<file path="src/hdl/trqd_pkg.sv">
package trqd_pkg;

  localparam int unsigned TagW = 6;
  localparam int unsigned OpW  = 3;
  localparam int unsigned StW  = 3;

  localparam logic [OpW-1:0] OP_ENABLE      = 3'd0;
  localparam logic [OpW-1:0] OP_DISABLE     = 3'd1;
  localparam logic [OpW-1:0] OP_SUBMIT      = 3'd2;
  localparam logic [OpW-1:0] OP_COMPLETE    = 3'd3;
  localparam logic [OpW-1:0] OP_REC_START   = 3'd4;
  localparam logic [OpW-1:0] OP_REC_FINISH  = 3'd5;
  localparam logic [OpW-1:0] OP_IDLE_QUERY  = 3'd6;

  localparam logic [StW-1:0] ST_OK          = 3'd0;
  localparam logic [StW-1:0] ST_SHUTDOWN    = 3'd1;
  localparam logic [StW-1:0] ST_BUSY        = 3'd2;
  localparam logic [StW-1:0] ST_NOT_CURRENT = 3'd3;
  localparam logic [StW-1:0] ST_NOT_IDLE    = 3'd4;

  typedef enum logic [2:0] {
    CMD_ENABLE,
    CMD_DISABLE,
    CMD_SUBMIT,
    CMD_COMPLETE,
    CMD_REC_START,
    CMD_REC_FINISH,
    CMD_IDLE_QUERY,
    CMD_NOP
  } cmd_t;

  typedef struct packed {
    cmd_t            cmd;
    logic [TagW-1:0] tag;
  } cmd_beat_t;

  typedef enum logic {
    BK_FETCH,
    BK_EXEC
  } bk_state_t;

endpackage

</file>
<file path="src/hdl/trqd_front.sv">
module trqd_front (
  input  logic                           clk,
  input  logic                           rst,
  input  logic                           in_valid,
  output logic                           in_ready,
  input  logic [trqd_pkg::OpW-1:0]       operation,
  input  logic [trqd_pkg::TagW-1:0]      tag,
  output logic                           cmd_valid,
  output trqd_pkg::cmd_beat_t            cmd,
  input  logic                           cmd_pop
);

  trqd_pkg::cmd_beat_t fifo_q [2];
  logic                wr_ptr;
  logic                rd_ptr;
  logic [1:0]          count;
  logic [1:0]          count_next;
  logic                push;
  trqd_pkg::cmd_beat_t beat_in;

  always_comb begin
    beat_in.tag = tag;
    case (operation)
      trqd_pkg::OP_ENABLE:     beat_in.cmd = trqd_pkg::CMD_ENABLE;
      trqd_pkg::OP_DISABLE:    beat_in.cmd = trqd_pkg::CMD_DISABLE;
      trqd_pkg::OP_SUBMIT:     beat_in.cmd = trqd_pkg::CMD_SUBMIT;
      trqd_pkg::OP_COMPLETE:   beat_in.cmd = trqd_pkg::CMD_COMPLETE;
      trqd_pkg::OP_REC_START:  beat_in.cmd = trqd_pkg::CMD_REC_START;
      trqd_pkg::OP_REC_FINISH: beat_in.cmd = trqd_pkg::CMD_REC_FINISH;
      trqd_pkg::OP_IDLE_QUERY: beat_in.cmd = trqd_pkg::CMD_IDLE_QUERY;
      default:                 beat_in.cmd = trqd_pkg::CMD_NOP;
    endcase
  end

  assign in_ready  = (count != 2'd2);
  assign push      = in_valid && in_ready;
  assign cmd_valid = (count != 2'd0);
  assign cmd       = fifo_q[rd_ptr];

  always_comb begin
    count_next = count;
    if (push && !cmd_pop) begin
      count_next = count + 2'd1;
    end else if (!push && cmd_pop) begin
      count_next = count - 2'd1;
    end
  end

  always_ff @(posedge clk) begin
    if (rst) begin
      wr_ptr <= 1'b0;
      rd_ptr <= 1'b0;
      count  <= 2'd0;
    end else begin
      count <= count_next;
      if (push) begin
        wr_ptr <= ~wr_ptr;
      end
      if (cmd_pop) begin
        rd_ptr <= ~rd_ptr;
      end
    end
  end

  always_ff @(posedge clk) begin
    if (push) begin
      fifo_q[wr_ptr] <= beat_in;
    end
  end

endmodule

</file>
<file path="src/hdl/trqd_back.sv">
module trqd_back #(
  parameter int unsigned TAG_SLOTS = 64
) (
  input  logic                          clk,
  input  logic                          rst,
  input  logic                          cmd_valid,
  input  trqd_pkg::cmd_beat_t           cmd,
  output logic                          cmd_pop,
  output logic                          out_valid,
  input  logic                          out_ready,
  output logic [trqd_pkg::StW-1:0]      status,
  output logic                          dispatch_valid,
  output logic [trqd_pkg::TagW-1:0]     dispatch_tag,
  output logic                          is_idle
);

  localparam int unsigned PW = $clog2(TAG_SLOTS + 1);
  localparam int unsigned IW = $clog2(TAG_SLOTS);
  localparam int unsigned WW = (PW > trqd_pkg::TagW) ? PW : trqd_pkg::TagW;
  localparam logic [PW-1:0] NoTag = PW'(TAG_SLOTS);

  trqd_pkg::bk_state_t state, state_next;

  logic          enabled, enabled_next;
  logic          halted, halted_next;
  logic          in_flight, in_flight_next;
  logic [PW-1:0] head, head_next;
  logic [PW-1:0] tail, tail_next;
  logic [PW-1:0] queued, queued_next;

  // next-tag table: data in RAM, presence in flops (absent reads as no tag)
  logic [IW-1:0]        link_mem [TAG_SLOTS];
  logic [TAG_SLOTS-1:0] link_vld;
  logic [IW-1:0]        link_rd;
  logic                 link_rd_vld;
  logic                 link_we;
  logic                 link_set;
  logic [IW-1:0]        link_addr;
  logic [IW-1:0]        link_wdata;
  logic [PW-1:0]        link_next;

  logic                        res_dv;
  logic [trqd_pkg::StW-1:0]    res_status;
  logic [trqd_pkg::TagW-1:0]   res_tag;
  logic                        res_idle;
  logic                        tag_in_range;
  logic                        tag_is_head;
  logic [PW-1:0]               tag_ptr;

  assign tag_in_range = WW'(cmd.tag) < WW'(TAG_SLOTS);
  assign tag_is_head  = WW'(cmd.tag) == WW'(head);
  assign tag_ptr      = PW'(cmd.tag);
  assign link_next    = link_rd_vld ? PW'(link_rd) : NoTag;

  always_comb begin
    state_next     = state;
    cmd_pop        = 1'b0;
    enabled_next   = enabled;
    halted_next    = halted;
    in_flight_next = in_flight;
    head_next      = head;
    tail_next      = tail;
    queued_next    = queued;
    link_we        = 1'b0;
    link_set       = 1'b0;
    link_addr      = '0;
    link_wdata     = '0;
    res_status     = trqd_pkg::ST_OK;
    res_dv         = 1'b0;
    res_tag        = '0;
    case (state)
      trqd_pkg::BK_FETCH: begin
        if (cmd_valid) begin
          state_next = trqd_pkg::BK_EXEC;
        end
      end
      trqd_pkg::BK_EXEC: begin
        if (!out_valid || out_ready) begin
          cmd_pop    = 1'b1;
          state_next = trqd_pkg::BK_FETCH;
          case (cmd.cmd)
            trqd_pkg::CMD_ENABLE: begin
              if (enabled) begin
                res_status = trqd_pkg::ST_BUSY;
              end else begin
                enabled_next = 1'b1;
              end
            end
            trqd_pkg::CMD_DISABLE: begin
              if (enabled) begin
                if ((!in_flight && queued == '0) || halted) begin
                  enabled_next = 1'b0;
                end else begin
                  res_status = trqd_pkg::ST_NOT_IDLE;
                end
              end
            end
            trqd_pkg::CMD_SUBMIT: begin
              if (!enabled) begin
                res_status = trqd_pkg::ST_SHUTDOWN;
              end else if (halted || !tag_in_range || queued >= NoTag) begin
                res_status = trqd_pkg::ST_BUSY;
              end else begin
                link_we = 1'b1;
                if (head >= NoTag) begin
                  head_next = tag_ptr;
                  tail_next = tag_ptr;
                  link_addr = IW'(cmd.tag);
                end else begin
                  link_we    = (tail < NoTag);
                  link_set   = 1'b1;
                  link_addr  = IW'(tail);
                  link_wdata = IW'(cmd.tag);
                  tail_next  = tag_ptr;
                end
                queued_next = queued + PW'(1);
                if (!in_flight && head_next < NoTag) begin
                  in_flight_next = 1'b1;
                  queued_next    = queued;
                  res_dv         = 1'b1;
                  res_tag        = trqd_pkg::TagW'(head_next);
                end
              end
            end
            trqd_pkg::CMD_COMPLETE: begin
              if (!enabled || !in_flight || !tag_is_head) begin
                res_status = trqd_pkg::ST_NOT_CURRENT;
              end else begin
                in_flight_next = 1'b0;
                if (queued == '0) begin
                  head_next = NoTag;
                  tail_next = NoTag;
                end else if (head < NoTag) begin
                  link_we   = 1'b1;
                  link_addr = IW'(head);
                  head_next = link_next;
                end
                if (!halted && queued != '0 && head_next < NoTag) begin
                  in_flight_next = 1'b1;
                  queued_next    = queued - PW'(1);
                  res_dv         = 1'b1;
                  res_tag        = trqd_pkg::TagW'(head_next);
                end
              end
            end
            trqd_pkg::CMD_REC_START: begin
              halted_next = 1'b1;
            end
            trqd_pkg::CMD_REC_FINISH: begin
              halted_next = 1'b0;
              if (queued != '0 && !in_flight && enabled && head < NoTag) begin
                in_flight_next = 1'b1;
                queued_next    = queued - PW'(1);
                res_dv         = 1'b1;
                res_tag        = trqd_pkg::TagW'(head);
              end
            end
            trqd_pkg::CMD_IDLE_QUERY: begin
              res_status = halted ? trqd_pkg::ST_BUSY : trqd_pkg::ST_OK;
            end
            default: begin
            end
          endcase
        end
      end
      default: begin
        state_next = trqd_pkg::BK_FETCH;
      end
    endcase
    res_idle = (!in_flight_next && queued_next == '0) || halted_next;
  end

  always_ff @(posedge clk) begin
    if (rst) begin
      state     <= trqd_pkg::BK_FETCH;
      enabled   <= 1'b0;
      halted    <= 1'b0;
      in_flight <= 1'b0;
      head      <= NoTag;
      tail      <= NoTag;
      queued    <= '0;
      out_valid <= 1'b0;
    end else begin
      state     <= state_next;
      enabled   <= enabled_next;
      halted    <= halted_next;
      in_flight <= in_flight_next;
      head      <= head_next;
      tail      <= tail_next;
      queued    <= queued_next;
      if (cmd_pop) begin
        out_valid <= 1'b1;
      end else if (out_ready) begin
        out_valid <= 1'b0;
      end
    end
  end

  always_ff @(posedge clk) begin
    if (cmd_pop) begin
      status         <= res_status;
      dispatch_valid <= res_dv;
      dispatch_tag   <= res_tag;
      is_idle        <= res_idle;
    end
  end

  always_ff @(posedge clk) begin
    if (rst) begin
      link_vld    <= '0;
      link_rd_vld <= 1'b0;
    end else begin
      link_rd_vld <= link_vld[IW'(head)];
      if (link_we) begin
        link_vld[link_addr] <= link_set;
      end
    end
  end

  always_ff @(posedge clk) begin
    link_rd <= link_mem[IW'(head)];
    if (link_we && link_set) begin
      link_mem[link_addr] <= link_wdata;
    end
  end

endmodule

</file>
<file path="src/hdl/tagged_request_queue_dispatcher_unit.sv">
// Each input beat passes through the command queue, the back end's fetch state and its execute
//   state, which registers the result beat; the back end handles one command at a time. It reads
//   the next-tag RAM at the head in the fetch state and executes the command in the execute state.
// A two-entry command queue lets input beats land while a result waits on out_ready.
// Reset (rst, synchronous): queue disabled, not halted, nothing queued or in flight,
//   all next-tag entries empty; usable the cycle after reset drops.
module tagged_request_queue_dispatcher_unit #(
  parameter int unsigned TAG_SLOTS = 64
) (
  input  logic                          clk,
  input  logic                          rst,
  input  logic                          in_valid,
  output logic                          in_ready,
  input  logic [trqd_pkg::OpW-1:0]      operation,
  input  logic [trqd_pkg::TagW-1:0]     tag,
  output logic                          out_valid,
  input  logic                          out_ready,
  output logic [trqd_pkg::StW-1:0]      status,
  output logic                          dispatch_valid,
  output logic [trqd_pkg::TagW-1:0]     dispatch_tag,
  output logic                          is_idle
);

  logic                cmd_valid;
  logic                cmd_pop;
  trqd_pkg::cmd_beat_t cmd;

  trqd_front u_front (
    .clk       (clk),
    .rst       (rst),
    .in_valid  (in_valid),
    .in_ready  (in_ready),
    .operation (operation),
    .tag       (tag),
    .cmd_valid (cmd_valid),
    .cmd       (cmd),
    .cmd_pop   (cmd_pop)
  );

  trqd_back #(
    .TAG_SLOTS (TAG_SLOTS)
  ) u_back (
    .clk            (clk),
    .rst            (rst),
    .cmd_valid      (cmd_valid),
    .cmd            (cmd),
    .cmd_pop        (cmd_pop),
    .out_valid      (out_valid),
    .out_ready      (out_ready),
    .status         (status),
    .dispatch_valid (dispatch_valid),
    .dispatch_tag   (dispatch_tag),
    .is_idle        (is_idle)
  );

endmodule

</file>
<file path="config.mk">
export PLATFORM = sky130hd
export DESIGN_NAME = tagged_request_queue_dispatcher_unit
export DESIGN_NICKNAME = d
export VERILOG_FILES = /design/src/hdl/trqd_pkg.sv /design/src/hdl/trqd_front.sv /design/src/hdl/trqd_back.sv /design/src/hdl/tagged_request_queue_dispatcher_unit.sv
export SDC_FILE = /design/constraint.sdc
export NUM_CORES = 1
export LEC_CHECK = 0
export BUFFER_PORTS_ARGS = -buffer_cell sky130_fd_sc_hd__buf_2
export CELL_PAD_IN_SITES_DETAIL_PLACEMENT = 0
export CELL_PAD_IN_SITES_GLOBAL_PLACEMENT = 1
export CORE_MARGIN = 8
export CORE_UTILIZATION = 54
export DETAILED_ROUTE_END_ITERATION = 7
export PLACE_DENSITY = 0.88
export SLEW_MARGIN = 0
export SYNTH_ARGS = -nofsm -noshare
export SYNTH_HDL_FRONTEND = slang
export SYNTH_HIERARCHICAL = 1
export SYNTH_SLANG_ARGS = --single-unit
</file>
<file path="constraint.sdc">
create_clock -name clk -period 4 [get_ports clk]
set_input_delay 0.8 -clock clk [delete_from_list [all_inputs] [get_ports clk]]
set_output_delay 0.8 -clock clk [all_outputs]
set_load 0.02 [all_outputs]
</file>
# Word level (Yosys, flattened, before mapping)

Memories as Yosys holds them, arrays and structs flattened. A register that Yosys moved wholly into a read port is not among the register bits.
Cells that the tools add are included.

Output and inout port bits: 13
Memories: 2
Logic and storage cells: 212
RAM bits: 402
Register bits after elaboration: 106
Bits of input ports: 13

$lt $le $gt $ge: 9
Multiplexer cells: 118
Add/sub/neg operators: 4
Reduce and logical (&&, ||, !) cells: 41
Bitwise gates (word level): 3
Equality and inequality tests: 18

Memory list:

| memory          | depth | bits a word | read ports | clocked after Yosys merged registers in | write ports | RTL line         | text |
|---|---|---|---|---|---|---|---|
| u_back.link_mem | 64    | 6           | 1          | 1                                       | 1           | trqd_back.sv:32  | `logic [IW-1:0] link_mem [TAG_SLOTS];` |
| u_front.fifo_q  | 2     | 9           | 1          | 1                                       | 1           | trqd_front.sv:13 | `trqd_pkg::cmd_beat_t fifo_q [2];` |

Operator list:

| cell                                                                   | count |
|---|---|
| 7-bit 2-to-1 mux                                                       | 28 |
| 6-bit 2-to-1 mux                                                       | 20 |
| 64-bit bitwise mux                                                     | 1 |
| 1-bit 2-to-1 mux                                                       | 45 |
| 7-bit < comparator (second input constant)                             | 4 |
| 7-bit case mux with 2 select lines                                     | 2 |
| 3-bit case mux with 7 select lines                                     | 1 |
| 7-bit case mux with 3 select lines                                     | 1 |
| 3-bit equality test (second input constant)                            | 6 |
| 6-bit case mux with 3 select lines                                     | 1 |
| 3-bit case mux with 5 select lines                                     | 1 |
| 7-bit greater-or-equal comparator (second input constant)              | 2 |
| 7-bit zero test                                                        | 2 |
| 6-bit by 7-bit < comparator with 1-bit output (second input constant)  | 2 |
| 1-bit logical AND                                                      | 13 |
| 3-bit by 2-bit equality test with 1-bit output (second input constant) | 4 |
| 2-bit 2-to-1 mux                                                       | 6 |
| 6-bit case mux with 2 select lines                                     | 1 |
| 2-bit nonzero test                                                     | 5 |
| 3-bit 2-to-1 mux                                                       | 3 |
| 1-bit zero test                                                        | 8 |
| 1-bit case mux with 2 select lines                                     | 4 |
| 7-bit by 1-bit adder with 7-bit output (second input constant)         | 1 |
| 6-bit by 7-bit equality test with 1-bit output                         | 1 |
| other kinds (18)                                                       | 31 |

# Depth between registers and ports, before layout

Gate-level depths: netlist of run 1.

Depth after elaboration: 18
Gate-level depth with buffers: 13
Depth with buffers taken out: 9

# Cells and area by module

Netlist of run 1, hierarchy kept.

By module, submodules not included:

| module     | area each (um^2) | sequential area each (um^2) | cells each | instances |
|---|---|---|---|---|
| trqd_back  | 20853.8          | 13803.2                     | 1323       | 1 |
| trqd_front | 879.6            | 640.6                       | 55         | 1 |

# Least setup slack after synthesis of run 1

No wires, ideal clock.

Kind: register -> register
Start: register (tool-made name)
End: memory u_back/link_mem[0][0] in the netlist's numbering (data pin)
Library setup time: 367 ps
Buffers on the path: 4
Arrival time: 3309 ps
Cell stages (with the launch flop): 10
Data required time: 3633 ps
Clock period less this slack: 3677 ps
Setup slack: 323 ps
Cells stage by stage: dfxtp_1 -> buf_2 -> mux2_1 -> buf_4 -> nor3b_2 -> nand2_1 -> buf_2 -> nor3_1 -> clkbuf_1 -> and2_1

RTL lines:

| item      | RTL line |
|---|---|
| to (decl) | trqd_back.sv:32 |

==> flow_summary.json, run 1 <==
{
  "status": "finished, final reports clean",
  "cts_inserted_buffers": 50,
  "cts_buffer_depth": 3,
  "crit_required_ns": 4.26,
  "rows": 73,
  "ys_ff_latch": 515,
  "maxSlewViolCount": 0,
  "synth_common_cells": "edfxtp_1, mux4_2, dfxtp_1",
  "first_global_vias": 12900,
  "dieArea_um2": 46900,
  "r2r_cells": 9,
  "layout.nets": 1462,
  "hp-class": "input port to flip-flop",
  "syn_area_um2": 21700,
  "timing.setup.tns_ns": 0,
  "ys_types": 73,
  "worstPathCellList": "mux2_1, xor2_1, or4_1, nor3_4, o21a_1, buf_4, and3_1, nand3_1, inv_1",
  "synth-edff-count": 413,
  "fmax_mhz": 262,
  "period_needed_ns": 3.81,
  "ir_drop_uv": 354,
  "rsz0062_at_grt": "no",
  "die_h_um": 217,
  "drtAntennaViolNets": 0,
  "yosysTopAreaCellShare_pct": 57.1,
  "start_util_pct": 54.7,
  "hold_viol": 0,
  "die_w_um": 217,
  "reg2reg_to": "u_back/link_mem[5][5]$_DFFE_PP_",
  "wl_per_cell_um": 26.1,
  "critPathKind": "flip-flop to flip-flop",
  "period_share_pct": 95.2,
  "r2r_slack_ns": 0.19,
  "routed_wl_mm": 52.4,
  "synth.area.top_cells": "edfxtp_1, mux4_2, dfxtp_1",
  "max_slew.worst_pin.slew_ns": 1.09,
  "boundaryPins": 26,
  "syn_nets": 1394,
  "cp_max_fo": 10,
  "syn_area_per_cell_um2": 15.8,
  "drt-initial-drc-count": 1714,
  "power_density_nw_per_um2": 473,
  "yosysWarningCount": 6,
  "worstSkewPairLatency_ns": 0.60,
  "p_leak_nw": 6.83,
  "grtUsageTotal_pct": 22.3,
  "antenna_found_initial": 0,
  "post-dp-hpwl_mm": 33.8,
  "clkSlewWorstSetupHoldPaths_ns": 0.06,
  "vias": 12900,
  "synth_top_cell_by_area": "edfxtp_1",
  "setup_slack_ns": 0.190,
  "drt-pass1-iter-count": 6,
  "hold_depth": 1,
  "final_layout_size_suffix_gt1_share_pct": 24.3,
  "grt_overflow": 0,
  "slew_headroom_pct": 27.6,
  "diodes": 0,
  "grt_pass1_wl_mm": 80.3,
  "pre_cts_slack_ns": 0.0394,
  "report.final.setup_viol": 0,
  "postCtsSetupRepairBufs": 0,
  "cts_root_buf": "clkbuf_16",
  "area_growth_pct": 12.5,
  "syn-instance-count": 1378,
  "cts_num_sinks": 515,
  "drc": 0,
  "startpoint_type": "flip-flop",
  "grt_max_degree": 119,
  "ys_async_sr_fraction_pct": 0,
  "core-area_um2": 39700,
  "detail_route.vias_per_cell": 6.41,
  "cts_tree": "done",
  "skew_ns": 0.0192,
  "synthFlopType": "edfxtp_1",
  "portBuffers": 25,
  "crit_slowest_cell": "or4_1",
  "yosysMostFrequentCell": "edfxtp_1",
  "gp_congestion": 0.981,
  "endpoint": "u_back/link_mem[5][5]$_DFFE_PP_",
  "end_kind": "flip-flop",
  "seq_area_frac_synth_pct": 66.5,
  "postCtsHoldBufs": 0,
  "htree_levels": 2,
  "cts_resized": 0,
  "cp_slowest_stage_delay_ns": 0.57,
  "arrival_ns": 4.07,
  "drv_cap": 0
}
cell type report:
type                       count  area, µm²
sequential                   515      14500
inverter                      45        173
timing repair buffer         105        791
fill                        2860      15300
multi-input combinational    729       6770
tap                          525        657
clock inverter                31        283
clock buffer                  61       1320
worst max-delay path, delay by kind of cell (launching register included):
| kind | cells | cell delay [ns] |
|---|---|---|
| multiplexers | 1 | 0.46 |
| AO/OA/AOI/OAI | 1 | 0.36 |
| AND/OR/NAND/NOR | 4 | 1.55 |
| flip-flops | 1 | 0.44 |
| buffers and inverters | 2 | 0.46 |
| XOR/XNOR | 1 | 0.20 |
power by group:
part           switching, mW  total [mW]  internal, mW
sequential            0.0672        5.89          5.82
combinational          0.688        1.08         0.392
clock                   1.98        4.60          2.62
metal layers:
layer  GRT usage (%)  up-vias  part of all wire, %
met5               0        -                    0
met4            7.03        0                  2.8
met3            4.22      103                  8.9
met2            35.5      658                   48
met1            30.9     6551                   40
li1                -     5587                    -
metrics by stage:
stage	power (mW)	instance area [µm²]	hold slack (ns)	std cells	util, %
global placement	7.05	22800	0.453	1919	57.4
global route	11.9	24400	0.370	2011	61.5
floorplan	6.83	21700	0.444	1378	-
detailed placement	7.07	22800	0.462	1919	57.4
finish	11.6	24400	0.399	2011	61.5
CTS	11.6	24400	0.367	2011	61.5
worst min path at each step:
stage | start | end
6_report | tag[3] | u_front/fifo_q[1][3]$_DFFE_PP_
5_1_grt | tag[3] | u_front/fifo_q[1][3]$_DFFE_PP_
4_1_cts | tag[3] | u_front/fifo_q[1][3]$_DFFE_PP_
3_5_place_dp | u_back/link_vld[22]$_SDFFE_PP0P_ | u_back/link_vld[22]$_SDFFE_PP0P_
3_3_place_gp | u_back/tail[2]$_SDFFE_PP0P_ | u_back/tail[2]$_SDFFE_PP0P_
2_1_floorplan | u_back/tail[2]$_SDFFE_PP0P_ | u_back/tail[2]$_SDFFE_PP0P_
sequential cells by signal (all words and copies together), names as in the netlist, named ones only:
register,flops
u_back/dispatch_tag,6
u_back/dispatch_valid,1
u_back/enabled,1
u_back/halted,1
u_back/head,7
u_back/in_flight,1
u_back/is_idle,1
u_back/link_mem,384
u_back/link_rd,6
u_back/link_rd_vld,1
u_back/link_vld,64
u_back/out_valid,1
u_back/queued,7
u_back/state,1
u_back/status,3
u_back/tail,7
u_front/count,2
u_front/fifo_q,18
u_front/rd_ptr,1
u_front/wr_ptr,1
cells in the final DEF (no fill, tap or decap), types with 5 or more instances in the layout:
master / instances
xor2_1: 9
a22oi_1: 20
or2_1: 5
o211ai_1: 6
mux2i_1: 6
a21o_1: 8
buf_12: 5
clkinv_2: 12
inv_1: 43
nand4_1: 16
clkbuf_16: 51
dfxtp_1: 98
buf_2: 24
and2_2: 6
a211oi_1: 5
nor3_1: 15
clkinv_1: 9
a21oi_1: 90
edfxtp_1: 413
nor4_1: 10
o21ai_0: 74
nor2b_1: 8
buf_4: 76
mux2_1: 9
clkbuf_1: 9
or3_1: 35
mux4_2: 147
nor2_1: 76
or2_0: 5
nand3_1: 30
nand2_1: 39
nand2b_1: 22
and3_1: 8
cells by family (layout without fill, tap and decap cells):
kind of cell	after synthesis	after routing	share of synthesized area (%)
flops	515	515	66.5
simple gates	313	313	7.95
xor+xnor	11	11	0.443
compound gates	239	239	6.44
buf+inv	134	242	2.51
fa+ha+maj	3	3	0.173
mux	163	163	16.0
Note: power is estimated with default switching activity, not from simulation.
==> run 2, diff against run 1 <==
Settings changed: BUFFER_PORTS_ARGS -buffer_cell sky130_fd_sc_hd__buf_2 to unset, CORE_UTILIZATION 54 to 55, DONT_BUFFER_PORTS set to 1, PLACE_DENSITY 0.88 to 0.89.
Clock period 4 ns to 4.8 ns, I/O delays scaled along.
==> flow_summary.json, run 2 (synthesized netlist as in run 1, its figures left out) <==
{
  "status": "finished, final reports clean",
  "largest_register_ffs": 384,
  "die_w_um": 215,
  "cts_inserted_buffers": 50,
  "cp_slowest_stage_delay_ns": 0.59,
  "drc": 0,
  "grt_overflow": 0,
  "postCtsSetupRepairBufs": 0,
  "hp-class": "input port to flip-flop",
  "first_global_vias": 12700,
  "power.total_mw": 9.70,
  "skew_ns": 0.0190,
  "layout.nets": 1397,
  "startpoint_type": "flip-flop",
  "p_comb_share_pct": 7.7,
  "final_util_pct": 61.1,
  "cts_tree": "done",
  "clkPwrFrac_pct": 41.3,
  "dieArea_um2": 46100,
  "final_common_cell": "edfxtp_1",
  "slew_headroom_pct": 33.9,
  "p_int_mw": 7.47,
  "detail_route.vias_per_cell": 6.52,
  "cts_num_sinks": 515,
  "largest_register": "u_back/link_mem",
  "maxSlewViolCount": 0,
  "crit_slowest_cell": "nand4_1",
  "worstHoldStart": "rst",
  "wl_per_cell_um": 26.6,
  "hold_viol": 0,
  "crit_buf_inv": 2,
  "boundaryPins": 26,
  "cts_root_buf": "clkbuf_16",
  "drt-initial-drc-count": 1617,
  "period_share_pct": 93.6,
  "start_util_pct": 55.2,
  "htree_levels": 2,
  "reg_top3": "u_back/link_mem: 384 flops, u_back/link_vld: 64 flops, u_front/fifo_q: 18 flops",
  "rsz0062_at_grt": "no",
  "gp_congestion": 0.918,
  "critPathKind": "flip-flop to flip-flop",
  "p_sw_mw": 2.22,
  "diodes": 0,
  "rows": 73,
  "power_density_nw_per_um2": 403,
  "final_layout_size_suffix_gt1_share_pct": 21.1,
  "drtAntennaViolNets": 0,
  "worstPathCellList": "mux2_1, nor3b_2, nand2_1, buf_4, a21oi_1, o21a_1, nand4_1, or3_1, inv_1",
  "timing.setup.tns_ns": 0,
  "end_kind": "flip-flop",
  "switching_share_pct": 22.9,
  "area_growth_pct": 10.7,
  "period_needed_ns": 4.49,
  "drt-pass1-iter-count": 5,
  "core-area_um2": 39400,
  "grtUsageTotal_pct": 22.3,
  "layout_common_cells": "edfxtp_1, mux4_2, dfxtp_1",
  "p_leak_nw": 6.56,
  "ir_drop_uv": 300,
  "fill_cells": 2813,
  "fmax_mhz": 223,
  "critPathTopFamily": "simple AND/OR/NAND/NOR gates",
  "die_h_um": 215,
  "grt_max_degree": 119,
  "power_frac_seq_pct": 51.0,
  "post-dp-hpwl_mm": 33.2,
  "report.final.setup_viol": 0,
  "arrival_ns": 4.75,
  "routed_wl_mm": 51.9,
  "crit_required_ns": 5.06,
  "placed_area_um2": 22300,
  "max_slew.worst_pin.slew_ns": 0.991,
  "grt_pass1_wl_mm": 79.1,
  "cp_max_fo": 14,
  "clkSlewWorstSetupHoldPaths_ns": 0.06,
  "antenna_found_initial": 1,
  "cts_buffer_depth": 3,
  "drv_cap": 0,
  "portBuffers": 0,
  "postLayoutCellArea_um2": 24000,
  "vias": 12700,
  "worstSkewPairLatency_ns": 0.60
}
[run 2: power by group through the flow]
stage                     combinational, mW  sequential (mW)  clock, mW
after floorplan                       0.657             5.04          0
after global placement                0.724             5.04          0
after detailed placement              0.736             5.05          0
after CTS                             0.739             4.95       4.06
after global routing                  0.803             4.96       4.21
final                                 0.746             4.95       4.00
[run 2: routing by layer]
| layer | global-route usage, % | vias up | wire length, µm |
|---|---|---|---|
| met5 | 0 | - | 9 |
| met4 | 8.96 | 2 | 1960 |
| met3 | 3.92 | 131 | 3950 |
| met2 | 36.0 | 605 | 25500 |
| met1 | 30.1 | 6515 | 20500 |
| li1 | - | 5457 | - |
[run 2: what timing repair did]
item / CTS / global route
resized for setup: 0 / 1
hold buffers: 0 / 0
endpoints found under the setup margin: 0 / 12
[run 2: cell type report]
type | count | area [µm²] | share of cell area, %
Timing Repair Buffer | 40 | 313 | 1.30
Tap cell | 525 | 657 | 2.73
Multi-Input combinational cell | 729 | 6760 | 28.1
Clock buffer | 74 | 1470 | 6.12
Clock inverter | 20 | 224 | 0.931
Sequential cell | 515 | 14500 | 60.1
Inverter | 45 | 169 | 0.702
[run 2: worst paths after layout]
| kind | to | slack (ns) | depth (start not counted) |
|---|---|---|---|
| min | u_front/wr_ptr$_SDFFE_PP0N_ | 0.44 | 1 |
| max | u_back/link_mem[1][2]$_DFFE_PP_ | 0.31 | 9 |
| min reg2reg | u_back/tail[4]$_SDFFE_PP0P_ | 0.47 | 2 |
| max reg2reg | u_back/link_mem[1][2]$_DFFE_PP_ | 0.31 | 9 |
[run 2: through the flow]
| step | setup WS (ns) | instances | hold slack (ns) |
|---|---|---|---|
| after floorplan | 1.12 | 1378 | 0.444 |
| after global placement | 0.509 | 1854 | 0.448 |
| after detailed placement | 0.360 | 1854 | 0.458 |
| after CTS | 0.305 | 1948 | 0.412 |
| after global routing | 0.0100 | 1948 | 0.428 |
| final | 0.307 | 1948 | 0.443 |
